`src/rtl/bchm_pkg.sv`:
```
`default_nettype none

package bchm_pkg;

  // Field widths
  localparam int MV_W    = 13;
  localparam int LUX_W   = 16;
  localparam int SLEEP_W = 17;
  localparam int PCT_W   = 7;
  localparam int DIFF_W  = 14;
  localparam int CODE_W  = 6;

  // Configuration port
  localparam int CFG_IDX_W  = 3;
  localparam int CFG_DATA_W = 17;

  // Packed stream widths (whole bytes)
  localparam int IN_DATA_W  = 48;
  localparam int OUT_DATA_W = 56;

  // Register indexes
  localparam logic [CFG_IDX_W-1:0] REG_OPTIMAL_MV  = 3'd0;
  localparam logic [CFG_IDX_W-1:0] REG_LOW_MV      = 3'd1;
  localparam logic [CFG_IDX_W-1:0] REG_FLOAT_MV    = 3'd2;
  localparam logic [CFG_IDX_W-1:0] REG_NIGHT_LUX   = 3'd3;
  localparam logic [CFG_IDX_W-1:0] REG_HARVEST_LUX = 3'd4;
  localparam logic [CFG_IDX_W-1:0] REG_LOW_SLEEP   = 3'd5;
  localparam logic [CFG_IDX_W-1:0] REG_CRIT_SLEEP  = 3'd6;

  // Reset values
  localparam logic [MV_W-1:0]    RST_OPTIMAL_MV  = 13'd3300;
  localparam logic [MV_W-1:0]    RST_LOW_MV      = 13'd3100;
  localparam logic [MV_W-1:0]    RST_FLOAT_MV    = 13'd3380;
  localparam logic [LUX_W-1:0]   RST_NIGHT_LUX   = 16'd10;
  localparam logic [LUX_W-1:0]   RST_HARVEST_LUX = 16'd1000;
  localparam logic [SLEEP_W-1:0] RST_LOW_SLEEP   = 17'd1800;
  localparam logic [SLEEP_W-1:0] RST_CRIT_SLEEP  = 17'd3600;
  localparam logic [MV_W-1:0]    RST_PREV_MV     = 13'd3300;

  // Charge table breakpoints (mV)
  localparam logic [MV_W-1:0] BP_FULL = 13'd3400;
  localparam logic [MV_W-1:0] BP_90   = 13'd3330;
  localparam logic [MV_W-1:0] BP_70   = 13'd3300;
  localparam logic [MV_W-1:0] BP_40   = 13'd3250;
  localparam logic [MV_W-1:0] BP_20   = 13'd3200;
  localparam logic [MV_W-1:0] BP_10   = 13'd3100;
  localparam logic [MV_W-1:0] BP_5    = 13'd3000;
  localparam logic [MV_W-1:0] BP_0    = 13'd2500;

  // Voltage code
  localparam logic [MV_W-1:0]   CODE_TOP_MV = 13'd3760;
  localparam logic [CODE_W-1:0] CODE_MAX    = 6'h3F;

  // Reciprocal multipliers: floor(x/c) = (x*M) >> S, exact over each range used
  localparam logic [10:0] M_DIV7   = 11'd74;    // x < 70
  localparam int          S_DIV7   = 9;
  localparam logic [10:0] M_DIV3   = 11'd86;    // x < 60
  localparam int          S_DIV3   = 8;
  localparam logic [10:0] M_DIV5A  = 11'd205;   // x < 150
  localparam int          S_DIV5A  = 10;
  localparam logic [10:0] M_DIV5B  = 11'd103;   // x < 100
  localparam int          S_DIV5B  = 9;
  localparam logic [10:0] M_DIV10  = 11'd103;   // x < 100
  localparam int          S_DIV10  = 10;
  localparam logic [10:0] M_DIV20A = 11'd103;   // x < 100
  localparam int          S_DIV20A = 11;
  localparam logic [10:0] M_DIV100 = 11'd656;   // x < 500
  localparam int          S_DIV100 = 16;
  localparam logic [10:0] M_DIV20B = 11'd1639;  // x < 1260
  localparam int          S_DIV20B = 15;

  // Health classes
  localparam logic [1:0] HEALTH_OPTIMAL  = 2'd0;
  localparam logic [1:0] HEALTH_LOW      = 2'd1;
  localparam logic [1:0] HEALTH_CRITICAL = 2'd2;

  // Solar classes
  localparam logic [1:0] SOLAR_NIGHT   = 2'd0;
  localparam logic [1:0] SOLAR_FLOAT   = 2'd1;
  localparam logic [1:0] SOLAR_HARVEST = 2'd2;
  localparam logic [1:0] SOLAR_DISCHG  = 2'd3;

  typedef struct packed {
    logic [MV_W-1:0]    optimal_mv;
    logic [MV_W-1:0]    low_mv;
    logic [MV_W-1:0]    float_mv;
    logic [LUX_W-1:0]   night_lux;
    logic [LUX_W-1:0]   harvest_lux;
    logic [SLEEP_W-1:0] low_sleep;
    logic [SLEEP_W-1:0] crit_sleep;
  } cfg_t;

  typedef struct packed {
    logic [MV_W-1:0]    battery_mv;
    logic [LUX_W-1:0]   light_level;
    logic [SLEEP_W-1:0] nominal_sleep;
    logic               sensor_fault;
    logic               reset_seen;
  } in_item_t;

  typedef struct packed {
    logic [PCT_W-1:0]   charge_percent;
    logic [1:0]         health_class;
    logic               throttle_needed;
    logic [DIFF_W-1:0]  voltage_change;
    logic [1:0]         solar_class;
    logic [SLEEP_W-1:0] advised_sleep;
    logic [7:0]         payload_byte;
  } out_item_t;

endpackage

`default_nettype wire

```
`src/rtl/bchm_cfg_regs.sv`:
```
`default_nettype none

module bchm_cfg_regs (
  input  wire logic                            clk,
  input  wire logic                            rst_n,
  input  wire logic                            wr_en,
  input  wire logic [bchm_pkg::CFG_IDX_W-1:0]  wr_idx,
  input  wire logic [bchm_pkg::CFG_DATA_W-1:0] wr_data,
  output bchm_pkg::cfg_t                       cfg
);

  bchm_pkg::cfg_t cfg_r;

  // Register file; unknown indexes are dropped
  always_ff @(posedge clk) begin
    if (!rst_n) begin
      cfg_r.optimal_mv  <= bchm_pkg::RST_OPTIMAL_MV;
      cfg_r.low_mv      <= bchm_pkg::RST_LOW_MV;
      cfg_r.float_mv    <= bchm_pkg::RST_FLOAT_MV;
      cfg_r.night_lux   <= bchm_pkg::RST_NIGHT_LUX;
      cfg_r.harvest_lux <= bchm_pkg::RST_HARVEST_LUX;
      cfg_r.low_sleep   <= bchm_pkg::RST_LOW_SLEEP;
      cfg_r.crit_sleep  <= bchm_pkg::RST_CRIT_SLEEP;
    end else if (wr_en) begin
      case (wr_idx)
        bchm_pkg::REG_OPTIMAL_MV:  cfg_r.optimal_mv  <= wr_data[bchm_pkg::MV_W-1:0];
        bchm_pkg::REG_LOW_MV:      cfg_r.low_mv      <= wr_data[bchm_pkg::MV_W-1:0];
        bchm_pkg::REG_FLOAT_MV:    cfg_r.float_mv    <= wr_data[bchm_pkg::MV_W-1:0];
        bchm_pkg::REG_NIGHT_LUX:   cfg_r.night_lux   <= wr_data[bchm_pkg::LUX_W-1:0];
        bchm_pkg::REG_HARVEST_LUX: cfg_r.harvest_lux <= wr_data[bchm_pkg::LUX_W-1:0];
        bchm_pkg::REG_LOW_SLEEP:   cfg_r.low_sleep   <= wr_data[bchm_pkg::SLEEP_W-1:0];
        bchm_pkg::REG_CRIT_SLEEP:  cfg_r.crit_sleep  <= wr_data[bchm_pkg::SLEEP_W-1:0];
        default: ;
      endcase
    end
  end

  assign cfg = cfg_r;

endmodule

`default_nettype wire

```
`src/rtl/bchm_eval.sv`:
```
`default_nettype none

module bchm_eval (
  input  wire bchm_pkg::cfg_t             cfg,
  input  wire bchm_pkg::in_item_t         item,
  input  wire logic [bchm_pkg::MV_W-1:0]  prev_mv,
  output bchm_pkg::out_item_t             res
);

  logic [bchm_pkg::MV_W-1:0]    v;
  logic [bchm_pkg::MV_W-1:0]    d90, d70, d40, d20, d10, d5, d0;
  logic [21:0]                  p90, p70, p40, p20, p10, p5, p0, pcode;
  logic [bchm_pkg::PCT_W-1:0]   charge;
  logic [1:0]                   health;
  logic [bchm_pkg::DIFF_W-1:0]  diff;
  logic                         rising;
  logic [1:0]                   solar;
  logic [bchm_pkg::SLEEP_W-1:0] sleep;
  logic [bchm_pkg::CODE_W-1:0]  code;
  logic [6:0]                   code_raw;

  assign v = item.battery_mv;

  // Segment offsets (only meaningful inside their own segment)
  assign d90 = v - bchm_pkg::BP_90;
  assign d70 = v - bchm_pkg::BP_70;
  assign d40 = v - bchm_pkg::BP_40;
  assign d20 = v - bchm_pkg::BP_20;
  assign d10 = v - bchm_pkg::BP_10;
  assign d5  = v - bchm_pkg::BP_5;
  assign d0  = v - bchm_pkg::BP_0;

  // Per-segment scaled quotients by reciprocal multiply
  assign p90   = 22'(d90[6:0])       * 22'(bchm_pkg::M_DIV7);
  assign p70   = 22'({d70[5:0], 1'b0}) * 22'(bchm_pkg::M_DIV3);
  assign p40   = 22'(d40[5:0] * 8'd3)  * 22'(bchm_pkg::M_DIV5A);
  assign p20   = 22'({d20[5:0], 1'b0}) * 22'(bchm_pkg::M_DIV5B);
  assign p10   = 22'(d10[6:0])       * 22'(bchm_pkg::M_DIV10);
  assign p5    = 22'(d5[6:0])        * 22'(bchm_pkg::M_DIV20A);
  assign p0    = 22'(d0[8:0])        * 22'(bchm_pkg::M_DIV100);
  assign pcode = 22'(d0[10:0])       * 22'(bchm_pkg::M_DIV20B);

  // Piecewise-linear charge select
  always_comb begin
    if (v >= bchm_pkg::BP_FULL)
      charge = 7'd100;
    else if (v >= bchm_pkg::BP_90)
      charge = 7'd90 + 7'(p90 >> bchm_pkg::S_DIV7);
    else if (v >= bchm_pkg::BP_70)
      charge = 7'd70 + 7'(p70 >> bchm_pkg::S_DIV3);
    else if (v >= bchm_pkg::BP_40)
      charge = 7'd40 + 7'(p40 >> bchm_pkg::S_DIV5A);
    else if (v >= bchm_pkg::BP_20)
      charge = 7'd20 + 7'(p20 >> bchm_pkg::S_DIV5B);
    else if (v >= bchm_pkg::BP_10)
      charge = 7'd10 + 7'(p10 >> bchm_pkg::S_DIV10);
    else if (v >= bchm_pkg::BP_5)
      charge = 7'd5 + 7'(p5 >> bchm_pkg::S_DIV20A);
    else if (v >= bchm_pkg::BP_0)
      charge = 7'(p0 >> bchm_pkg::S_DIV100);
    else
      charge = '0;
  end

  // Health thresholds
  always_comb begin
    if (v >= cfg.optimal_mv)  health = bchm_pkg::HEALTH_OPTIMAL;
    else if (v >= cfg.low_mv) health = bchm_pkg::HEALTH_LOW;
    else                      health = bchm_pkg::HEALTH_CRITICAL;
  end

  // Signed change from previous sample
  assign diff   = {1'b0, v} - {1'b0, prev_mv};
  assign rising = !diff[bchm_pkg::DIFF_W-1] && (diff != '0);

  // Solar class, first matching test wins
  always_comb begin
    if (item.light_level < cfg.night_lux)
      solar = bchm_pkg::SOLAR_NIGHT;
    else if (v >= cfg.float_mv)
      solar = bchm_pkg::SOLAR_FLOAT;
    else if (rising && (item.light_level >= cfg.harvest_lux))
      solar = bchm_pkg::SOLAR_HARVEST;
    else
      solar = bchm_pkg::SOLAR_DISCHG;
  end

  // Sleep clamp by health
  always_comb begin
    case (health)
      bchm_pkg::HEALTH_CRITICAL: sleep = cfg.crit_sleep;
      bchm_pkg::HEALTH_LOW:
        sleep = (item.nominal_sleep < cfg.low_sleep) ? cfg.low_sleep : item.nominal_sleep;
      default: sleep = item.nominal_sleep;
    endcase
  end

  // Six-bit voltage code, saturating
  assign code_raw = 7'(pcode >> bchm_pkg::S_DIV20B);
  always_comb begin
    if (v <= bchm_pkg::BP_0)
      code = '0;
    else if (v >= bchm_pkg::CODE_TOP_MV)
      code = bchm_pkg::CODE_MAX;
    else if (code_raw > 7'(bchm_pkg::CODE_MAX))
      code = bchm_pkg::CODE_MAX;
    else
      code = code_raw[bchm_pkg::CODE_W-1:0];
  end

  assign res.charge_percent  = charge;
  assign res.health_class    = health;
  assign res.throttle_needed = (health != bchm_pkg::HEALTH_OPTIMAL);
  assign res.voltage_change  = diff;
  assign res.solar_class     = solar;
  assign res.advised_sleep   = sleep;
  assign res.payload_byte    = {item.reset_seen, item.sensor_fault, code};

endmodule

`default_nettype wire

```
`src/rtl/battery_charge_and_health_monitor.sv`:
```
`default_nettype none

// Battery monitor: each input beat (voltage, light, nominal sleep, two flags)
// yields one result beat with charge percent, health class and throttle flag,
// signed change from the previous sample, solar class, clamped sleep time and
// a packed telemetry byte. Throughput is one beat per clock unless out_tready
// stalls the output. An accepted beat sits in the input register, passes one
// combinational evaluation and lands in the result register, which drives
// out_tvalid, and leaves when out_tready is high. The
// previous-voltage state advances as a beat moves into the result register.
// Config writes are taken every cycle (cfg_ready is always high) and must
// only happen while the block is idle.

module battery_charge_and_health_monitor (
  input  wire logic                            clk,
  input  wire logic                            rst_n,
  // in_tdata, low bit up: battery_mv[12:0], light_level[28:13],
  // nominal_sleep[45:29], sensor_fault[46], reset_seen[47]
  input  wire logic                            in_tvalid,
  output logic                                 in_tready,
  input  wire logic [bchm_pkg::IN_DATA_W-1:0]  in_tdata,
  // out_tdata, low bit up: charge_percent[6:0], health_class[8:7],
  // throttle_needed[9], voltage_change[23:10], solar_class[25:24],
  // advised_sleep[42:26], payload_byte[50:43], zero fill[55:51]
  output logic                                 out_tvalid,
  input  wire logic                            out_tready,
  output logic [bchm_pkg::OUT_DATA_W-1:0]      out_tdata,
  input  wire logic                            cfg_valid,
  output logic                                 cfg_ready,
  input  wire logic [bchm_pkg::CFG_IDX_W-1:0]  cfg_index,
  input  wire logic [bchm_pkg::CFG_DATA_W-1:0] cfg_data
);

  bchm_pkg::cfg_t      cfg;
  bchm_pkg::in_item_t  in_item;
  bchm_pkg::in_item_t  s1_item_r;
  bchm_pkg::out_item_t res;
  bchm_pkg::out_item_t s2_res_r;
  logic                s1_vld_r;
  logic                s2_vld_r;
  logic [bchm_pkg::MV_W-1:0] prev_mv_r;
  logic                adv;

  assign cfg_ready = 1'b1;

  bchm_cfg_regs u_cfg (
    .clk     (clk),
    .rst_n   (rst_n),
    .wr_en   (cfg_valid),
    .wr_idx  (cfg_index),
    .wr_data (cfg_data),
    .cfg     (cfg)
  );

  // Unpack input beat
  assign in_item.battery_mv    = in_tdata[12:0];
  assign in_item.light_level   = in_tdata[28:13];
  assign in_item.nominal_sleep = in_tdata[45:29];
  assign in_item.sensor_fault  = in_tdata[46];
  assign in_item.reset_seen    = in_tdata[47];

  // Pipeline flow control
  assign adv       = !s2_vld_r || out_tready;
  assign in_tready = !s1_vld_r || adv;

  always_ff @(posedge clk) begin
    if (!rst_n) begin
      s1_vld_r  <= 1'b0;
      s2_vld_r  <= 1'b0;
      prev_mv_r <= bchm_pkg::RST_PREV_MV;
    end else begin
      if (in_tready) s1_vld_r <= in_tvalid;
      if (adv)       s2_vld_r <= s1_vld_r;
      if (adv && s1_vld_r) prev_mv_r <= s1_item_r.battery_mv;
    end
  end

  // Payload registers
  always_ff @(posedge clk) begin
    if (in_tvalid && in_tready) s1_item_r <= in_item;
    if (adv && s1_vld_r)        s2_res_r  <= res;
  end

  bchm_eval u_eval (
    .cfg     (cfg),
    .item    (s1_item_r),
    .prev_mv (prev_mv_r),
    .res     (res)
  );

  // Pack result beat
  assign out_tvalid = s2_vld_r;
  assign out_tdata  = {5'd0, s2_res_r.payload_byte, s2_res_r.advised_sleep,
                       s2_res_r.solar_class, s2_res_r.voltage_change,
                       s2_res_r.throttle_needed, s2_res_r.health_class,
                       s2_res_r.charge_percent};

endmodule

`default_nettype wire
```
`config.mk`:
```
export PLATFORM = sky130hd
export DESIGN_NAME = battery_charge_and_health_monitor
export DESIGN_NICKNAME = d
export VERILOG_FILES = /design/src/rtl/bchm_pkg.sv /design/src/rtl/bchm_cfg_regs.sv /design/src/rtl/bchm_eval.sv /design/src/rtl/battery_charge_and_health_monitor.sv
export SDC_FILE = /design/constraint.sdc
export NUM_CORES = 1
export LEC_CHECK = 0
export ABC_AREA = 1
export BUFFER_PORTS_ARGS = -buffer_cell sky130_fd_sc_hd__buf_2
export CELL_PAD_IN_SITES_DETAIL_PLACEMENT = 0
export CELL_PAD_IN_SITES_GLOBAL_PLACEMENT = 2
export CORE_MARGIN = 8
export CORE_UTILIZATION = 41
export CTS_CLUSTER_DIAMETER = 200
export DETAILED_ROUTE_END_ITERATION = 12
export PLACE_DENSITY = 0.87
export REMOVE_ABC_BUFFERS = 1
export SKIP_LAST_GASP = 1
export SLEW_MARGIN = 20
export SYNTH_ARGS = -nofsm -noshare
export SYNTH_HDL_FRONTEND = slang
export SYNTH_SLANG_ARGS = --single-unit
export TNS_END_PERCENT = 30
```
`constraint.sdc`:
```
create_clock -name clk -period 14.1 [get_ports clk]
set_input_delay 1.41 -clock clk [delete_from_list [all_inputs] [get_ports clk]]
set_output_delay 1.41 -clock clk [all_outputs]
set_load 0.01 [all_outputs]
```
==> run summary <==
### Worst setup path
• **crit-path leading delay family** adder cells
• **largest fanout of any net on the critical path** 22
• **worst path buffer plus inverter count** 6
• **library cell appearing most often on the critical path** sky130_fd_sc_hd__ha_1
• **category of the worst setup path capture point** register
• **startpoint type of the worst setup path** register
• **required time at the endpoint of the critical path** 14.42 ns
• **peak per-stage delay on the critical path** 0.66 ns
• **Register-to-Register Path Depth** 29
• **arrival time of the worst setup path** 7.44 ns
• **class of the most critical setup path** register to register
• **total number of cells along the worst setup path** 29
• **worst-path cell with the longest stage delay** sky130_fd_sc_hd__ha_1

### Routing
• **number of nets still failing antenna checks after routing** 0
• **sum of routed wire length over all layers** 57.3 mm
• **DR vias** 16900
• **detailed-route vias per instance** 5.02
• **number of violations reported at the end of detailed-routing iteration 0** 934
• **DRC violations left** 0
• **mean routed wirelength per cell** 17.0 um
• **Pre-antenna DRT Iters** 8

### STA
• **final clock period utilization by the worst path** 0.505
• **final setup skew** 0.0307 ns
• **Worst slew margin** 0.333
• **Sum Neg Setup Slack** 0 ns
• **count of pins over their slew limit** 0
• **final hold violation count** 0
• **Slew @ Worst Pin** 0.997 ns
• **setup repair after global routing missed its margin** no
• **highest clock frequency the design can meet** 140 MHz
• **total setup violations reported at the end of the flow** 0
• **clock period minus worst slack** 7.12 ns

### Yosys
• **Top FF cell, synth** sky130_fd_sc_hd__dfxtp_1
• **most area-hungry cell type in the Yosys netlist** sky130_fd_sc_hd__ha_1
• **post-synthesis share of cell area spent on xor and xnor gates** 0.0222
• **area share of the leading cell type in the synthesized netlist** 0.239
• **cells after synthesis** 2557
• **share of cell area taken by muxes after synthesis** 0
• **synthesized-area fraction occupied by ao, oa, aoi and oai cells** 0.119
• **adder-cell area share of the yosys netlist** 0.313
• **number of warnings printed during yosys synthesis** 0
• **dominant combinational cell family by area after synthesis** adder cells
• **average instance area after synthesis** 7.97 um^2
• **number of flops mapped to enable cells by yosys** 99
• **area fraction in and, or, nand and nor cells after synthesis** 0.178
• **cell types with the largest area share after synthesis** sky130_fd_sc_hd__ha_1 24%, sky130_fd_sc_hd__edfxtp_1 15%, sky130_fd_sc_hd__dfxtp_1 12%
• **share of flip-flops with an asynchronous set or reset** 0
• **flop and latch count out of synthesis** 219
• **Synth Cell Area** 20400 um^2
• **number of distinct standard cells referenced by the synthesized netlist** 57
• **share of the yosys chip area belonging to registers** 0.264

### Final layout
• **antenna diode count** 0
• **most used cells in the layout excluding fill and tap cells** 477 x sky130_fd_sc_hd__inv_1, 475 x sky130_fd_sc_hd__nand2_1, 389 x sky130_fd_sc_hd__ha_1
• **storage element area** 5380 um^2
• **Syn-to-layout area delta** 11.5%
• **Post-Layout Inst Area** 22700 um^2
• **number of nets in the final layout** 3223
• **ratio of cells with drive above 1 in the final layout** 0.0897
• **number of inserted filler cells in the final layout** 4969
• **multi-input combinational cell area** 12900 um^2
• **leading cell type in the layout, fill and taps excluded** sky130_fd_sc_hd__inv_1

### Pwr
• **leakage component of the power** 11.7 nW
• **Power Density** 165 nW/um^2
• **maximum VDD drop** 0.113 mV

### Flow run
• **number of max-cap violations** 0

### Global routing
• **global routing usage summed across all routing layers** 0.200
• **total global routing overflow** 0
• **largest net degree at the start of global routing** 120
• **initial antenna violation count** 1
• **global-route wire length before repair** 91.7 mm
• **vias in the first global route** 16900

### Floorplanning
• **Die Span X** 239 um
• **top-level port count** 132
• **full die area** 57100 um^2
• **core region area** 49100 um^2
• **number of placement rows** 81
• **initial standard-cell utilization of the core** 0.415
• **height of the die** 239 um

### Placement
• **quantity of I/O buffers inserted on ports** 125
• **total cell area at the placement stage** 21700 um^2
• **placed wire-length estimate after detailed placement** 44.9 mm
• **final weighted congestion of routability-driven global placement** 0.887

### CTS
• **root buffer cell** sky130_fd_sc_hd__clkbuf_16
• **clock transition at the registers of the reported paths** 0.06 ns
• **number of gates given a new drive strength after cts** 0
• **Max H-tree Level** 1
• **sink count of the clock tree** 219
• **Max clock buf depth** 3
• **clock insertion delay at the later pin of the skew report** 0.58 ns
• **CTS tree** yes
• **TritonCTS buffer count** 28
• **Setup Fix Bufs, Post-CTS** 0
• **number of hold buffers added after cts** 0

### Run status
• **result of the run** finished clean

### Min path
• **number of cells on the worst hold path** 0
• **hold crit path type** register to register

-- flip-flops by register name, summed over array words and instances, names as in the netlist --
| signal | count |
|---|---|
| prev_mv_r | 13 |
| s1_vld_r | 1 |
| s1_item_r | 48 |
| out_tdata | 51 |
| u_cfg.cfg | 105 |
| out_tvalid | 1 |
-- synthesized netlist by cell type (6+ instances only) --
cell,n
sky130_fd_sc_hd__a21o_1,7
sky130_fd_sc_hd__a21oi_1,188
sky130_fd_sc_hd__a31oi_1,6
sky130_fd_sc_hd__buf_2,7
sky130_fd_sc_hd__buf_4,9
sky130_fd_sc_hd__clkbuf_1,27
sky130_fd_sc_hd__dfxtp_1,120
sky130_fd_sc_hd__edfxtp_1,99
sky130_fd_sc_hd__fa_1,75
sky130_fd_sc_hd__ha_1,389
sky130_fd_sc_hd__inv_1,479
sky130_fd_sc_hd__inv_2,10
sky130_fd_sc_hd__nand2_1,475
sky130_fd_sc_hd__nand3_1,119
sky130_fd_sc_hd__nand3b_1,12
sky130_fd_sc_hd__nand4_1,35
sky130_fd_sc_hd__nor2_1,150
sky130_fd_sc_hd__nor3_1,16
sky130_fd_sc_hd__o211ai_1,39
sky130_fd_sc_hd__o21a_1,8
sky130_fd_sc_hd__o21ai_0,148
sky130_fd_sc_hd__o21ai_1,9
sky130_fd_sc_hd__o21bai_1,10
sky130_fd_sc_hd__o31ai_1,6
sky130_fd_sc_hd__or2_2,8
sky130_fd_sc_hd__xnor2_1,20
sky130_fd_sc_hd__xor2_1,28
-- worst paths after layout --
check | start | end | slack (ns)
worst max register to register | s1_item_r[36] | out_tdata[5] | 6.98
worst max-delay path | s1_item_r[36] | out_tdata[5] | 6.98
worst min-delay path | s1_item_r[1] | out_tdata[49] | 0.42
worst min register to register | s1_item_r[1] | out_tdata[49] | 0.42
-- layout make-up --
class / instances / area share
Timing Repair Buffer: 145 / 0.0344
Clock inverter: 18 / 0.00793
Sequential cell: 219 / 0.237
Tap cell: 664 / 0.0366
Inverter: 492 / 0.0815
Clock buffer: 34 / 0.0346
Multi-Input combinational cell: 1800 / 0.568
-- metal layers --
layer,track usage,wire (um)
met3,0.0211,2260
met1,0.280,27800
met4,0.0401,1160
met2,0.332,26000
met5,0,11
-- per-stage QoR --
step	setup WS (ns)	hold WS, ns	total power, mW	util	std cells
after CTS	6.99	0.420	3.77	0.463	3372
final	6.98	0.418	3.74	0.463	3372
after global placement	7.20	0.401	2.98	0.443	3320
after detailed placement	6.98	0.406	3.00	0.443	3320
after global routing	6.44	0.429	4.14	0.463	3372
after floorplan	7.79	0.400	2.42	-	2511
-- where the power goes --
group	internal [mW]	leakage (nW)	switching, mW
logic	0.850	9.31	1.41
clock network	0.438	0.483	0.305
registers	0.715	1.93	0.0168
-- kinds of logic (layout without fill, tap and decap cells) --
family          after synthesis  in the layout
flops                       219            219
buf+inv                     542            689
fa+ha+maj                   464            464
simple gates                843            843
compound gates              437            437
xor+xnor                     50             50
other cells                   2              6
Power figures use the tool's default switching activity.
